File: config.mk
export PLATFORM = sky130hd
export DESIGN_NAME = csort_ctrl
export DESIGN_NICKNAME = d
export VERILOG_FILES = /design/src/rtl/csort_pkg.sv /design/src/rtl/csort_ctrl.sv
export SDC_FILE = /design/constraint.sdc
export NUM_CORES = 1
export LEC_CHECK = 0
export BUFFER_PORTS_ARGS = -buffer_cell sky130_fd_sc_hd__buf_2
export CAP_MARGIN = 0
export CORE_UTILIZATION = 47
export CTS_CLUSTER_SIZE = 28
export DETAILED_ROUTE_END_ITERATION = 6
export PLACE_DENSITY = 0.75
export SYNTH_ARGS = -nofsm -noshare
export SYNTH_HDL_FRONTEND = slang
export SYNTH_SLANG_ARGS = --single-unit
File: constraint.sdc
create_clock -name clk -period 2 [get_ports clk]
set_clock_uncertainty 0.1 [all_clocks]
set_input_delay 0.4 -clock clk [delete_from_list [all_inputs] [get_ports clk]]
set_output_delay 0.4 -clock clk [all_outputs]
set_load 0.01 [all_outputs]
File: src/rtl/csort_pkg.sv
// Shared types and constants for the counting sort engine.
// No dependencies; every other file imports this package.
package csort_pkg;

  localparam int NUM_BINS   = 128;
  localparam int COUNT_BITS = 25;
  localparam int KEY_W      = $clog2(NUM_BINS);
  localparam int CFG_W      = 8;
  localparam int CMP_W      = (KEY_W > CFG_W) ? KEY_W : CFG_W;

  localparam logic [CFG_W-1:0] BINS_RESET = CFG_W'(100);

  // Command codes
  localparam logic CMD_COUNT = 1'b0;
  localparam logic CMD_DRAIN = 1'b1;

  typedef struct packed {
    logic             cmd;
    logic [KEY_W-1:0] key;
  } in_item_t;

  typedef struct packed {
    logic [KEY_W-1:0] sorted_key;
    logic             empty_res;
  } out_item_t;

  // Broadcast from the controller to every cell
  typedef struct packed {
    logic             count_en;
    logic [KEY_W-1:0] key;
    logic             launch;
    logic [KEY_W-1:0] ptr;
  } cell_ctl_t;

  typedef enum logic [1:0] {
    ST_IDLE = 2'b01,
    ST_SCAN = 2'b10
  } state_t;

endpackage

File: src/rtl/csort_ctrl.sv
// Command sequencing, drain pointer, configuration and result register.
// Depends on csort_pkg.
module csort_ctrl import csort_pkg::*; (
  input  logic             clk,
  input  logic             rst,
  input  logic             in_valid,
  output logic             in_ready,
  input  in_item_t         in_item,
  input  logic             cfg_we,
  input  logic [CFG_W-1:0] cfg_wdata,
  input  logic             any_hit,
  input  logic             chain_end,
  output cell_ctl_t        ctl,
  output logic             out_valid,
  input  logic             out_ready,
  output out_item_t        out_item
);

  state_t           state;
  state_t           state_next;
  logic [CFG_W-1:0] bins_in_use;
  logic [KEY_W-1:0] ptr;
  logic [KEY_W-1:0] scan_idx;
  logic             accept;
  logic             in_range;
  logic             slot_free;

  assign slot_free = !out_valid || out_ready;
  assign in_ready  = (state == ST_IDLE) && ((in_item.cmd == CMD_COUNT) || slot_free);
  assign accept    = in_valid && in_ready;

  // Every key is below NUM_BINS, so only the register bounds the range
  assign in_range = CMP_W'(in_item.key) < CMP_W'(bins_in_use);

  assign ctl.count_en = accept && (in_item.cmd == CMD_COUNT) && in_range;
  assign ctl.key      = in_item.key;
  assign ctl.launch   = accept && (in_item.cmd == CMD_DRAIN);
  assign ctl.ptr      = ptr;

  // Next state
  always_comb begin
    state_next = state;
    unique case (state)
      ST_IDLE: begin
        if (ctl.launch) state_next = ST_SCAN;
      end
      ST_SCAN: begin
        if (any_hit || chain_end) state_next = ST_IDLE;
      end
      default: state_next = ST_IDLE;
    endcase
  end

  always_ff @(posedge clk) begin
    if (rst) begin
      state <= ST_IDLE;
    end else begin
      state <= state_next;
    end
  end

  // Configuration register
  always_ff @(posedge clk) begin
    if (rst) begin
      bins_in_use <= BINS_RESET;
    end else if (cfg_we) begin
      bins_in_use <= cfg_wdata;
    end
  end

  // Follow the token position during a scan
  always_ff @(posedge clk) begin
    if (ctl.launch) begin
      scan_idx <= ptr;
    end else if (state == ST_SCAN) begin
      scan_idx <= scan_idx + KEY_W'(1);
    end
  end

  // Drain pointer: move back on a lower count, land on a hit, rewind on empty
  always_ff @(posedge clk) begin
    if (rst) begin
      ptr <= '0;
    end else if (ctl.count_en && (in_item.key < ptr)) begin
      ptr <= in_item.key;
    end else if (state == ST_SCAN) begin
      if (any_hit) begin
        ptr <= scan_idx;
      end else if (chain_end) begin
        ptr <= '0;
      end
    end
  end

  // Result register: load at scan end, drop on transfer
  always_ff @(posedge clk) begin
    if (rst) begin
      out_valid <= 1'b0;
    end else if ((state == ST_SCAN) && (any_hit || chain_end)) begin
      out_valid <= 1'b1;
    end else if (out_ready) begin
      out_valid <= 1'b0;
    end
  end

  always_ff @(posedge clk) begin
    if (state == ST_SCAN) begin
      if (any_hit) begin
        out_item.sorted_key <= scan_idx;
        out_item.empty_res  <= 1'b0;
      end else if (chain_end) begin
        out_item.sorted_key <= '0;
        out_item.empty_res  <= 1'b1;
      end
    end
  end

endmodule

==> results.json <==
{
  "preCtsSetupSlack_ps": -199,
  "status": "finished, violations left",
  "grt_pass1_vias": 1408,
  "antenna_found_initial": 0,
  "vias": 1480,
  "power_frac_clock_pct": 31.4,
  "ys_seq_elements": 33,
  "internal-power_uw": 1130,
  "p_leak_uw": 0.00106,
  "clk_latency_ps": 290,
  "worst_setup_path_start_kind": "flop",
  "wl_per_cell_um": 12.6,
  "synth_fa_ha_area_share_pct": 8.89,
  "clockRootBuffer": "clkbuf_8",
  "numCtsBuffers": 5,
  "start_util_pct": 49.6,
  "core-area_um2": 3690,
  "synth_flop_cell": "dfxtp_1",
  "synth_area_per_cell_um2": 10.3,
  "cts_tree": "yes",
  "finalWorstSetupSlack_ps": -23.3,
  "max_freq_ghz": 0.494,
  "max_slew_margin_pct": 65.7,
  "die_y_um": 64.4,
  "synth_compound_area_share_pct": 18.0,
  "final.fill_count": 337,
  "regArea_um2": 818,
  "firstDrtPassIters": 5,
  "fp.dieW_um": 64.4,
  "vias_per_cell": 5.16,
  "clock-sinks": 33,
  "io-pin-count": 49,
  "clk_pin_slew_worst_paths_ps": 70,
  "yosysWarnings": 0,
  "hold_class": "in2reg",
  "grt_pass1_wl_mm": 6.06,
  "nets": 274,
  "ant_nets": 0,
  "power_frac_seq_pct": 49.6,
  "finalMaxSlewViolations": 0,
  "mostFrequentLayoutCells": "48 x buf_2, 23 x inv_1, 16 x buf_4",
  "worstPathArrival_ps": 1520,
  "drt_iter0_drc": 70,
  "peakVddDrop_v": 0.000429,
  "path_max_fanout": 2,
  "ys_types": 35,
  "globalRouteTotalUtil_pct": 19.4,
  "gr-total-overflow": 0,
  "synth_cells": 178,
  "fin_tns_setup_ps": -23.3,
  "yosys.area_share.simple_pct": 12.1,
  "n_antenna_cell": 0,
  "worst_slew_pin_slew_ps": 513,
  "syn_area_um2": 1830,
  "cts_max_level": 2,
  "critPathKind": "reg2out",
  "switching_share_pct": 26.9,
  "syn_to_final_growth_pct": 28.2,
  "hold_viol": 0,
  "fp-row-count": 22,
  "finalCritPeriodShare_pct": 101,
  "ys_seq_area_share_pct": 44.3,
  "cap_violations": 0,
  "synth_top_family_by_area": "compound AO/OA/AOI/OAI gates",
  "setup.worst_path.end_class": "output port",
  "multi_input_area_um2": 901,
  "clockBufferDepth": 2,
  "dp_hpwl_mm": 2.73,
  "comb_power_share_pct": 19.0,
  "drive_above_1_share_pct": 42.7,
  "violations": "negative setup slack",
  "io_buffer_count": 48,
  "routed_wl_mm": 3.63,
  "cp.required_ps": 1500,
  "hold_buffers": 0,
  "p_switching_uw": 414,
  "async_reset_ff_share_pct": 0,
  "cellPowerDensity_nw_per_um2": 657,
  "die_area_um2": 4150,
  "syn_nets": 214,
  "final_common_cell": "buf_2",
  "drc": 0,
  "rsz0062_at_grt": "yes",
  "routabilityCongestion": 0.788,
  "min_period_ps": 2020,
  "grt_max_degree": 16,
  "setup_violations": 1,
  "synth_xor_area_share_pct": 2.39,
  "synth_edf_count": 15,
  "muxShareOfSynthArea_pct": 2.74
}
## synthesized netlist by cell type (2+ instances only)
master    number  area, um2
mux2i_1        5       50.1
nand3_1        3       15.0
clkbuf_8       2       27.5
and2_1         7       43.8
and3_1         2       12.5
edfxtp_1      15        450
xnor2_1        4       35.0
o211ai_1       4       30.0
a311oi_1       8       70.1
dfxtp_1       18        360
inv_1         27        101
buf_6          2       22.5
buf_4          7       52.6
nand2_1       12       45.0
clkbuf_1       2       7.51
a222oi_1       7       70.1
a21oi_1        6       30.0
ha_1          13        163
o21ai_0        7       35.0
nor2_1        12       45.0
## routing by layer
layer	vias up	part of all wire [%]	track usage, %
met5	-	0	0
met4	0	2.3	10.6
met3	9	4.4	4.29
met2	46	52	34.2
met1	677	41	21.5
li1	748	-	-
## registers in the layout (all words and copies together), names as in the netlist
name and flops:
ptr 7, out_item 8, scan_idx 7, state 2
out_valid 1, bins_in_use 8
## final cells by class
class / instances / area share, %
timing repair buffer: 66 / 16.3
inverter: 27 / 4.32
tap: 48 / 2.56
sequential: 33 / 34.9
clock buffer: 6 / 3.09
clock inverter: 2 / 0.427
multi-input combinational: 105 / 38.4
## power groups by stage
stage / Clock, uW / Sequential [uW] / Combinational [uW]
2_1_floorplan: 0 / 776 / 172
3_3_place_gp: 0 / 776 / 251
3_5_place_dp: 0 / 777 / 258
4_1_cts: 491 / 763 / 281
5_1_grt: 527 / 769 / 325
6_report: 484 / 764 / 292
## path summary, 6_finish.rpt
kind / from / depth (start not counted) / endpoint / slack [ps]
max reg2reg: ptr[5] / 8 / ptr[5] / 80
min reg2reg: bins_in_use[1] / 2 / bins_in_use[1] / 390
min: cfg_wdata[2] / 3 / bins_in_use[2] / 230
max: bins_in_use[4] / 6 / ctl[15] / -20
## worst max-delay path, cell delays in order (launching register included)
cell	delay [ps]
dfxtp_2	330
inv_2	40
ha_4	160
nor4_4	270
o21ai_2	110
a31oi_1	160
buf_2	150
## kinds of logic (layout without fill, tap and decap cells)
logic type	count (synthesis)	after routing
and+or+nand+nor	42	42
AOI/OAI and AO/OA	40	40
buffers and inverters	40	101
DFF	33	33
adders and majority gates	13	13
xor gates and xnor gates	5	5
muxes	5	5
## stage by stage
step	utilization [%]	area (um2)	std cells	hold slack [ps]	power [uW]
finish	63.6	2350	287	227	1540
global route	63.6	2350	287	229	1620
CTS	62.2	2290	285	224	1540
detailed placement	58.0	2140	276	383	1030
global placement	58.0	2140	276	375	1030
floorplan	-	1840	178	354	948
## timing repair
item | in CTS | in global routing
setup buffers | 0 | 2
resized for setup | 19 | 10
pin swaps | 6 | 8
setup endpoints to repair | 8 | 8
gates cloned | 1 | 0
(Power assumes the default switching activity.)
