===== src/rtl/csort_pkg.sv =====
// Shared types and constants for the counting sort engine.
// No dependencies; every other file imports this package.
package csort_pkg;

  localparam int NUM_BINS   = 128;
  localparam int COUNT_BITS = 25;
  localparam int KEY_W      = $clog2(NUM_BINS);
  localparam int CFG_W      = 8;
  localparam int CMP_W      = (KEY_W > CFG_W) ? KEY_W : CFG_W;

  localparam logic [CFG_W-1:0] BINS_RESET = CFG_W'(100);

  // Command codes
  localparam logic CMD_COUNT = 1'b0;
  localparam logic CMD_DRAIN = 1'b1;

  typedef struct packed {
    logic             cmd;
    logic [KEY_W-1:0] key;
  } in_item_t;

  typedef struct packed {
    logic [KEY_W-1:0] sorted_key;
    logic             empty_res;
  } out_item_t;

  // Broadcast from the controller to every cell
  typedef struct packed {
    logic             count_en;
    logic [KEY_W-1:0] key;
    logic             launch;
    logic [KEY_W-1:0] ptr;
  } cell_ctl_t;

  typedef enum logic [1:0] {
    ST_IDLE = 2'b01,
    ST_SCAN = 2'b10
  } state_t;

endpackage


===== src/rtl/csort_cell.sv =====
// One bin of the counting sort chain: a saturating count and a seek token.
// Depends on csort_pkg.
module csort_cell import csort_pkg::*; (
  input  logic             clk,
  input  logic             rst,
  input  logic [KEY_W-1:0] idx,
  input  cell_ctl_t        ctl,
  input  logic             tok_in,
  output logic             tok_out,
  output logic             hit
);

  logic [COUNT_BITS-1:0] count;
  logic                  tok;
  logic                  nonzero;
  logic                  sat;

  assign nonzero = |count;
  assign sat     = &count;

  // Claim the token on a filled bin, else pass it on
  assign hit     = tok & nonzero;
  assign tok_out = tok & ~nonzero;

  // Take the token from the launch decode or the lower neighbor
  always_ff @(posedge clk) begin
    if (rst) begin
      tok <= 1'b0;
    end else begin
      tok <= (ctl.launch && (ctl.ptr == idx)) | tok_in;
    end
  end

  // Increment on a count transfer for this key, decrement on a claim
  always_ff @(posedge clk) begin
    if (rst) begin
      count <= '0;
    end else if (ctl.count_en && (ctl.key == idx)) begin
      if (!sat) begin
        count <= count + COUNT_BITS'(1);
      end
    end else if (hit) begin
      count <= count - COUNT_BITS'(1);
    end
  end

endmodule


===== config.mk =====
export PLATFORM = sky130hd
export DESIGN_NAME = csort_cell
export DESIGN_NICKNAME = d
export VERILOG_FILES = /design/src/rtl/csort_pkg.sv /design/src/rtl/csort_cell.sv
export SDC_FILE = /design/constraint.sdc
export NUM_CORES = 1
export LEC_CHECK = 0
export ABC_AREA = 1
export BUFFER_PORTS_ARGS = -buffer_cell sky130_fd_sc_hd__buf_4
export CORE_MARGIN = 3
export CORE_UTILIZATION = 60
export CTS_CLUSTER_SIZE = 25
export DETAILED_ROUTE_END_ITERATION = 16
export GPL_TIMING_DRIVEN = 0
export PLACE_DENSITY = 0.8
export SYNTH_ARGS = -nofsm -noshare
export SYNTH_HDL_FRONTEND = slang
export SYNTH_SLANG_ARGS = --single-unit

===== constraint.sdc =====
create_clock -name clk -period 3.08 [get_ports clk]
set_input_delay 0.154 -clock clk [delete_from_list [all_inputs] [get_ports clk]]
set_output_delay 0.154 -clock clk [all_outputs]
set_load 0.005 [all_outputs]

==> results of run 1 <==
-- flip-flops by register name (all words and copies together) (netlist names) --
signal  flops
count      25
tok         1
-- placed cells by master, fill, tap and decap left out --
cell type and n:
buf_2 1, nand2_2 1, nand2_4 1, nand4_1 8, inv_1 113, nor2_2 6
o21ai_0 15, buf_1 1, a21oi_1 16, a21oi_2 6, nand3_1 27, or2_2 2
and2_1 2, inv_8 1, buf_4 27, clkinv_2 1, nor2_1 77, nand3b_1 6
buf_12 1, clkbuf_8 4, nand2_8 1, ha_1 23, nand2_1 221, xor2_1 9
xnor2_1 10, a31oi_1 1, dfxtp_1 26, o21bai_1 1, nor4_1 1, fa_1 1
nand3_4 1, buf_8 2, nor3_1 2
-- cell type report --
| type | instances | area share |
|---|---|---|
| sequential | 26 | 0.147 |
| multi-input combinational | 438 | 0.615 |
| buffer | 5 | 0.0166 |
| tap | 67 | 0.0237 |
| timing repair buffer | 27 | 0.0573 |
| clock buffer | 4 | 0.0156 |
| inverter | 115 | 0.124 |
-- power by group through the flow --
stage | Clock, W | Sequential, W | Combinational [W]
after floorplan | 0 | 0.000401 | 0.000696
after global placement | 0 | 0.000414 | 0.000881
after detailed placement | 0 | 0.000414 | 0.000905
after CTS | 0.000219 | 0.000407 | 0.000911
after global routing | 0.000237 | 0.000411 | 0.00105
final | 0.000218 | 0.000408 | 0.000920
-- per-stage QoR --
| step | power (W) | setup slack (ps) | std cells |
|---|---|---|---|
| 5_1_grt | 0.00170 | 168 | 682 |
| 6_report | 0.00155 | 377 | 682 |
| 3_5_place_dp | 0.00132 | 111 | 678 |
| 2_1_floorplan | 0.00110 | 853 | 584 |
| 4_1_cts | 0.00154 | 387 | 682 |
| 3_3_place_gp | 0.00129 | 141 | 678 |
-- how the worst max path moves through the flow --
stage / end / slack, ps / cells after the start
2_1_floorplan: count[24] / 850 / 19
3_3_place_gp: count[24] / 140 / 21
3_5_place_dp: count[24] / 110 / 21
4_1_cts: count[24] / 390 / 21
5_1_grt: count[24] / 170 / 21
6_report: count[24] / 380 / 21
-- logic make-up after synthesis --
logic type	Yosys count	synth area share
simple gates	356	0.464
buf+inv	120	0.156
compound gates	39	0.0693
flops	26	0.163
fa+ha+maj	24	0.0962
xor+xnor	19	0.0520
-- critical path: cells and delay by family --
kind,cells,cell delay [ps]
adder cells (fa/ha/maj),1,470
buffers and inverters,6,470
AND/OR/NAND/NOR,14,1750
-- metal layers --
metal | GRT usage | wire length [um]
met1 | 0.354 | 3790
met2 | 0.509 | 4020
met3 | 0.0329 | 420
met4 | 0.0567 | 202
met5 | 0 | 0
==> impl_metrics.tcl, run 1 <==
set metrics [dict create \
    dr_total_vias 3477 \
    detailed_place_hpwl_um 7040 \
    regToRegSetupSlack_ps 830 \
    multiInputGateArea_sq_um 2180 \
    setup_viol 0 \
    status "finished, final reports clean" \
    grt_remaining_overflow 0 \
    cp_cell_sequence "buf_4 -> inv_1 -> nand2_1 -> nand2_1 -> inv_1 -> nand2_1 -> nor2_2 -> nand2_2 -> clkinv_2 -> fa_1 -> nand3b_1 -> nand2_1 -> nand2_1 -> nand2_1 -> nand2_1 -> nand3_1 -> inv_1 -> nand2_1 -> nand3_1 -> nand2_1 -> inv_1" \
    cts_hold_buf 0 \
    cellPowerDensity_nw_per_um2 437 \
    cts_max_level 1 \
    whs_ps 41.9 \
    finalCritPeriodShare 0.878 \
    critPathLaunchType "input port" \
    switching_share 0.471 \
    min_period_ps 2700 \
    dr.pass1.iters 5 \
    grt_pass1_vias 3154 \
    clock-root-buffer "clkbuf_8" \
    dr.first_iter.drc_count 213 \
    synthFlopType "dfxtp_1" \
    ys_types 31 \
    ir_drop_mv 0.302 \
    synth_fp_nets 634 \
    tightest_slew_ps 640 \
    endpoint_kind "register" \
    crit_slowest_cell "nand2_2" \
    holdPathStages 2 \
    async_flop_share 0 \
    synth_edf_count 0 \
    drcViolationCount 0 \
    cts_tree "done" \
    synth_common_cells "221 x nand2_1, 113 x inv_1, 77 x nor2_1" \
    syn2layout_area_growth_pct 10.7 \
    yosysTopAreaCell "nand2_1" \
    synth.area.top_cells "nand2_1 26%, dfxtp_1 16%, inv_1 13%" \
    cts-resized-gates 0 \
    p_int_w 0.000818 \
    place_congestion 0.946 \
    final_cell_area_sq_um 3540 \
    nets 666 \
    antenna_left 0 \
    maxCapViolCount 0 \
    hp-class "in2reg" \
    grt_pass1_wl_um 14100 \
    die_height_um 79.0 \
    yosysWarnings 0 \
    initial_utilization 0.647 \
    critPathRequiredTime_ps 3260 \
    netSwitchingPower_w 0.000729 \
    rr_startpoint "count[0]" \
    min_from "rst" \
    n_fill_cell 498 \
    postCtsSetupBuffers 0 \
    grt_setup_unrepaired "false" \
    yosys_register_bits 26 \
    grt.total_usage 0.280 \
    cts_sinks 26 \
    wl_per_cell_um 12.4 \
    via_per_inst 5.10 \
    startpoint "idx[0]" \
    grt_max_degree 27 \
    critical_path_peak_fanout 26 \
    post_dp_cell_area_sq_um 3480 \
    combPwrFrac 0.595 \
    postSynthCellCount 584 \
    p_clk_frac 0.141 \
    finClkSkew_ps 5.28 \
    seqCellArea_sq_um 520 \
    fmax_ghz 0.370 \
    crit_path_max_incr_delay_ps 470 \
    clockBufferDepth 2 \
    synth_most_common_cell "nand2_1" \
    hold_viol 0 \
    hold_end "tok" \
    clk_pin_slew_ps 80 \
    drive_gt1_frac 0.0894 \
    io_buffers 27 \
    fp-row-count 25 \
    netlist.area_leader.share 0.259 \
    postLayoutCoreUtil 0.716 \
    drt-total-wl_um 8440 \
    slew-limit-headroom 0.572 \
    die_w_um 79.0 \
    pwr-share-seq 0.264 \
    die_area_sq_um 6240 \
    timing.rr.end "count[24]" \
    clock_latency_ps 270 \
    antenna_found_initial 0 \
    synth-seq-area-share 0.163 \
    synth_area_sq_um 3200 \
    diodes 0 \
    r2r_cells 13 \
    cpMostUsedCell "nand2_1" \
    timing.setup.tns_ps 0 \
    worstPathArrival_ps 2880 \
    p_leak_nw 2.08 \
    worst-setup-path-type "in2reg" \
    cts_made_buffers 3 \
    drv_slew 0 \
    syn_area_per_cell_sq_um 5.48 \
    core_sq_um 4940 \
    ios 28 \
]
(Power assumes the default switching activity.)
==> run 2, diff against run 1 <==
--- a/config.mk
+++ b/config.mk
@@ -7,12 +7,12 @@
 export LEC_CHECK = 0
 export ABC_AREA = 1
 export BUFFER_PORTS_ARGS = -buffer_cell sky130_fd_sc_hd__buf_4
-export CORE_MARGIN = 3
+export CORE_MARGIN = 2
 export CORE_UTILIZATION = 60
 export CTS_CLUSTER_SIZE = 25
 export DETAILED_ROUTE_END_ITERATION = 16
 export GPL_TIMING_DRIVEN = 0
-export PLACE_DENSITY = 0.8
+export PLACE_DENSITY = 0.86
 export SYNTH_ARGS = -nofsm -noshare
 export SYNTH_HDL_FRONTEND = slang
 export SYNTH_SLANG_ARGS = --single-unit
==> run 2 against run 1 <==
Net effect:
- final cell count increased by 0.44%
- critical endpoint unchanged
- critical path type unchanged
- combinational power increased by 0.9%
- largest power group unchanged
- clock-buffer cell count is 1 lower
==> impl_metrics.tcl, run 2 (same netlist as run 1, synthesis figures left out) <==
set metrics [dict create \
    busiest_layer "met2" \
    setup_viol 0 \
    worstPathArrival_ps 2850 \
    ios 28 \
    detailed_place_hpwl_um 6900 \
    cts_sinks 26 \
    finalCritPeriodShare 0.868 \
    largest_register_ffs 25 \
    die_w_um 77.0 \
    netSwitchingPower_w 0.000752 \
    grt_pass1_wl_um 14200 \
    met2_usage 0.517 \
    cts_made_buffers 3 \
    antenna_left 0 \
    postCtsSetupBuffers 0 \
    slew-limit-headroom 0.568 \
    critPathRequiredTime_ps 3260 \
    drcViolationCount 0 \
    wl_per_cell_um 12.3 \
    die_height_um 77.0 \
    cts_tree "done" \
    core_sq_um 5140 \
    n_fill_cell 523 \
    tightest_slew_ps 646 \
    ir_drop_mv 0.288 \
    switching_share 0.462 \
    layout_commonest_cell "nand2_1" \
    cts_hold_buf 0 \
    cts_max_level 1 \
    critical_path_peak_fanout 26 \
    p_int_w 0.000878 \
    finClkSkew_ps 19.2 \
    hold_viol 0 \
    grt_remaining_overflow 0 \
    io_buffers 27 \
    p_leak_nw 2.09 \
    critPathLaunchType "input port" \
    reg.largest.list "count: 25 flops, tok: 1 flops" \
    use_met3 0.0329 \
    syn2layout_area_growth_pct 11.3 \
    initial_utilization 0.622 \
    endpoint_kind "register" \
    die_area_sq_um 5930 \
    clockBufferDepth 2 \
    worst-setup-path-type "in2reg" \
    place_congestion 0.938 \
    fmax_ghz 0.374 \
    maxCapViolCount 0 \
    grt_max_degree 27 \
    cts-resized-gates 0 \
    status "finished, final reports clean" \
    grt.total_usage 0.290 \
    diodes 0 \
    final_cell_mix "221 x nand2_1, 113 x inv_1, 77 x nor2_1, 27 x nand3_1, 27 x buf_4" \
    min_period_ps 2670 \
    fp-row-count 26 \
    cellPowerDensity_nw_per_um2 458 \
    grt_use_met1 0.362 \
    regMostFlops "count" \
    dr.first_iter.drc_count 238 \
    p_clk_frac 0.181 \
    hp-class "in2reg" \
    combPwrFrac 0.569 \
    via_per_inst 5.13 \
    grt_pass1_vias 3243 \
    drive_gt1_frac 0.0894 \
    dr.pass1.iters 5 \
    antenna_found_initial 0 \
    grt_setup_unrepaired "false" \
    clock_latency_ps 290 \
    pwr-share-seq 0.250 \
    clock-root-buffer "clkbuf_8" \
    drt-total-wl_um 8460 \
    clk_pin_slew_ps 90 \
    dr_total_vias 3517 \
    whs_ps 37.7 \
    timing.setup.tns_ps 0 \
    drv_slew 0 \
    nets 666 \
]
[run 2: cell count changes in the layout (fill, tap and decap cells not counted), sizes merged]
cell    delta
bufinv     +1
clkbuf     -1
[run 2: worst paths after layout]
check	from	slack (ps)	cells past startpoint	endpoint
min reg2reg	count[4]	520	2	count[4]
max	idx[0]	410	21	count[24]
max reg2reg	count[0]	830	13	count[24]
min	rst	40	2	tok
[run 2: stage by stage]
step	power, W	std cells	util	setup WS, ps	instance area (sq um)
after global routing	0.00177	685	0.693	224	3560
after global placement	0.00129	681	0.679	238	3490
after floorplan	0.00110	584	-	853	3200
final	0.00163	685	0.693	405	3560
after detailed placement	0.00131	681	0.679	174	3490
after CTS	0.00161	685	0.693	456	3560
[run 2: layer usage]
metal | wire length (um) | part of all wire
met5 | 0 | 0
met4 | 287 | 0.034
met3 | 446 | 0.053
met2 | 3990 | 0.47
met1 | 3730 | 0.44
[run 2: power groups by stage]
stage	logic (W)	clock network (W)	registers, W
detailed placement	0.000899	0	0.000413
floorplan	0.000696	0	0.000401
CTS	0.000910	0.000293	0.000405
global placement	0.000876	0	0.000411
global route	0.00105	0.000304	0.000410
finish	0.000928	0.000295	0.000407
[run 2: worst max-delay path, stage by stage]
cell and delay, ps:
buf_4 120, inv_1 40, nand2_1 50, nand2_1 60, inv_1 30, nand2_1 60, nor2_2 40, nand2_2 480
clkinv_2 210, fa_1 440, nand3b_1 210, nand2_1 150, nand2_1 120, nand2_1 200, nand2_1 80, nand3_1 140
inv_1 60, nand2_1 50, nand3_1 60, nand2_1 60, inv_1 30
[run 2: final cells by class]
class	instances	area, sq um	area share
inverter	115	440	0.124
timing repair buffer	27	203	0.0569
clock inverter	1	30.0	0.00844
tap	70	87.6	0.0246
buffer	5	58.8	0.0165
clock buffer	3	41.3	0.0116
multi-input combinational	438	2180	0.612
sequential	26	520	0.146
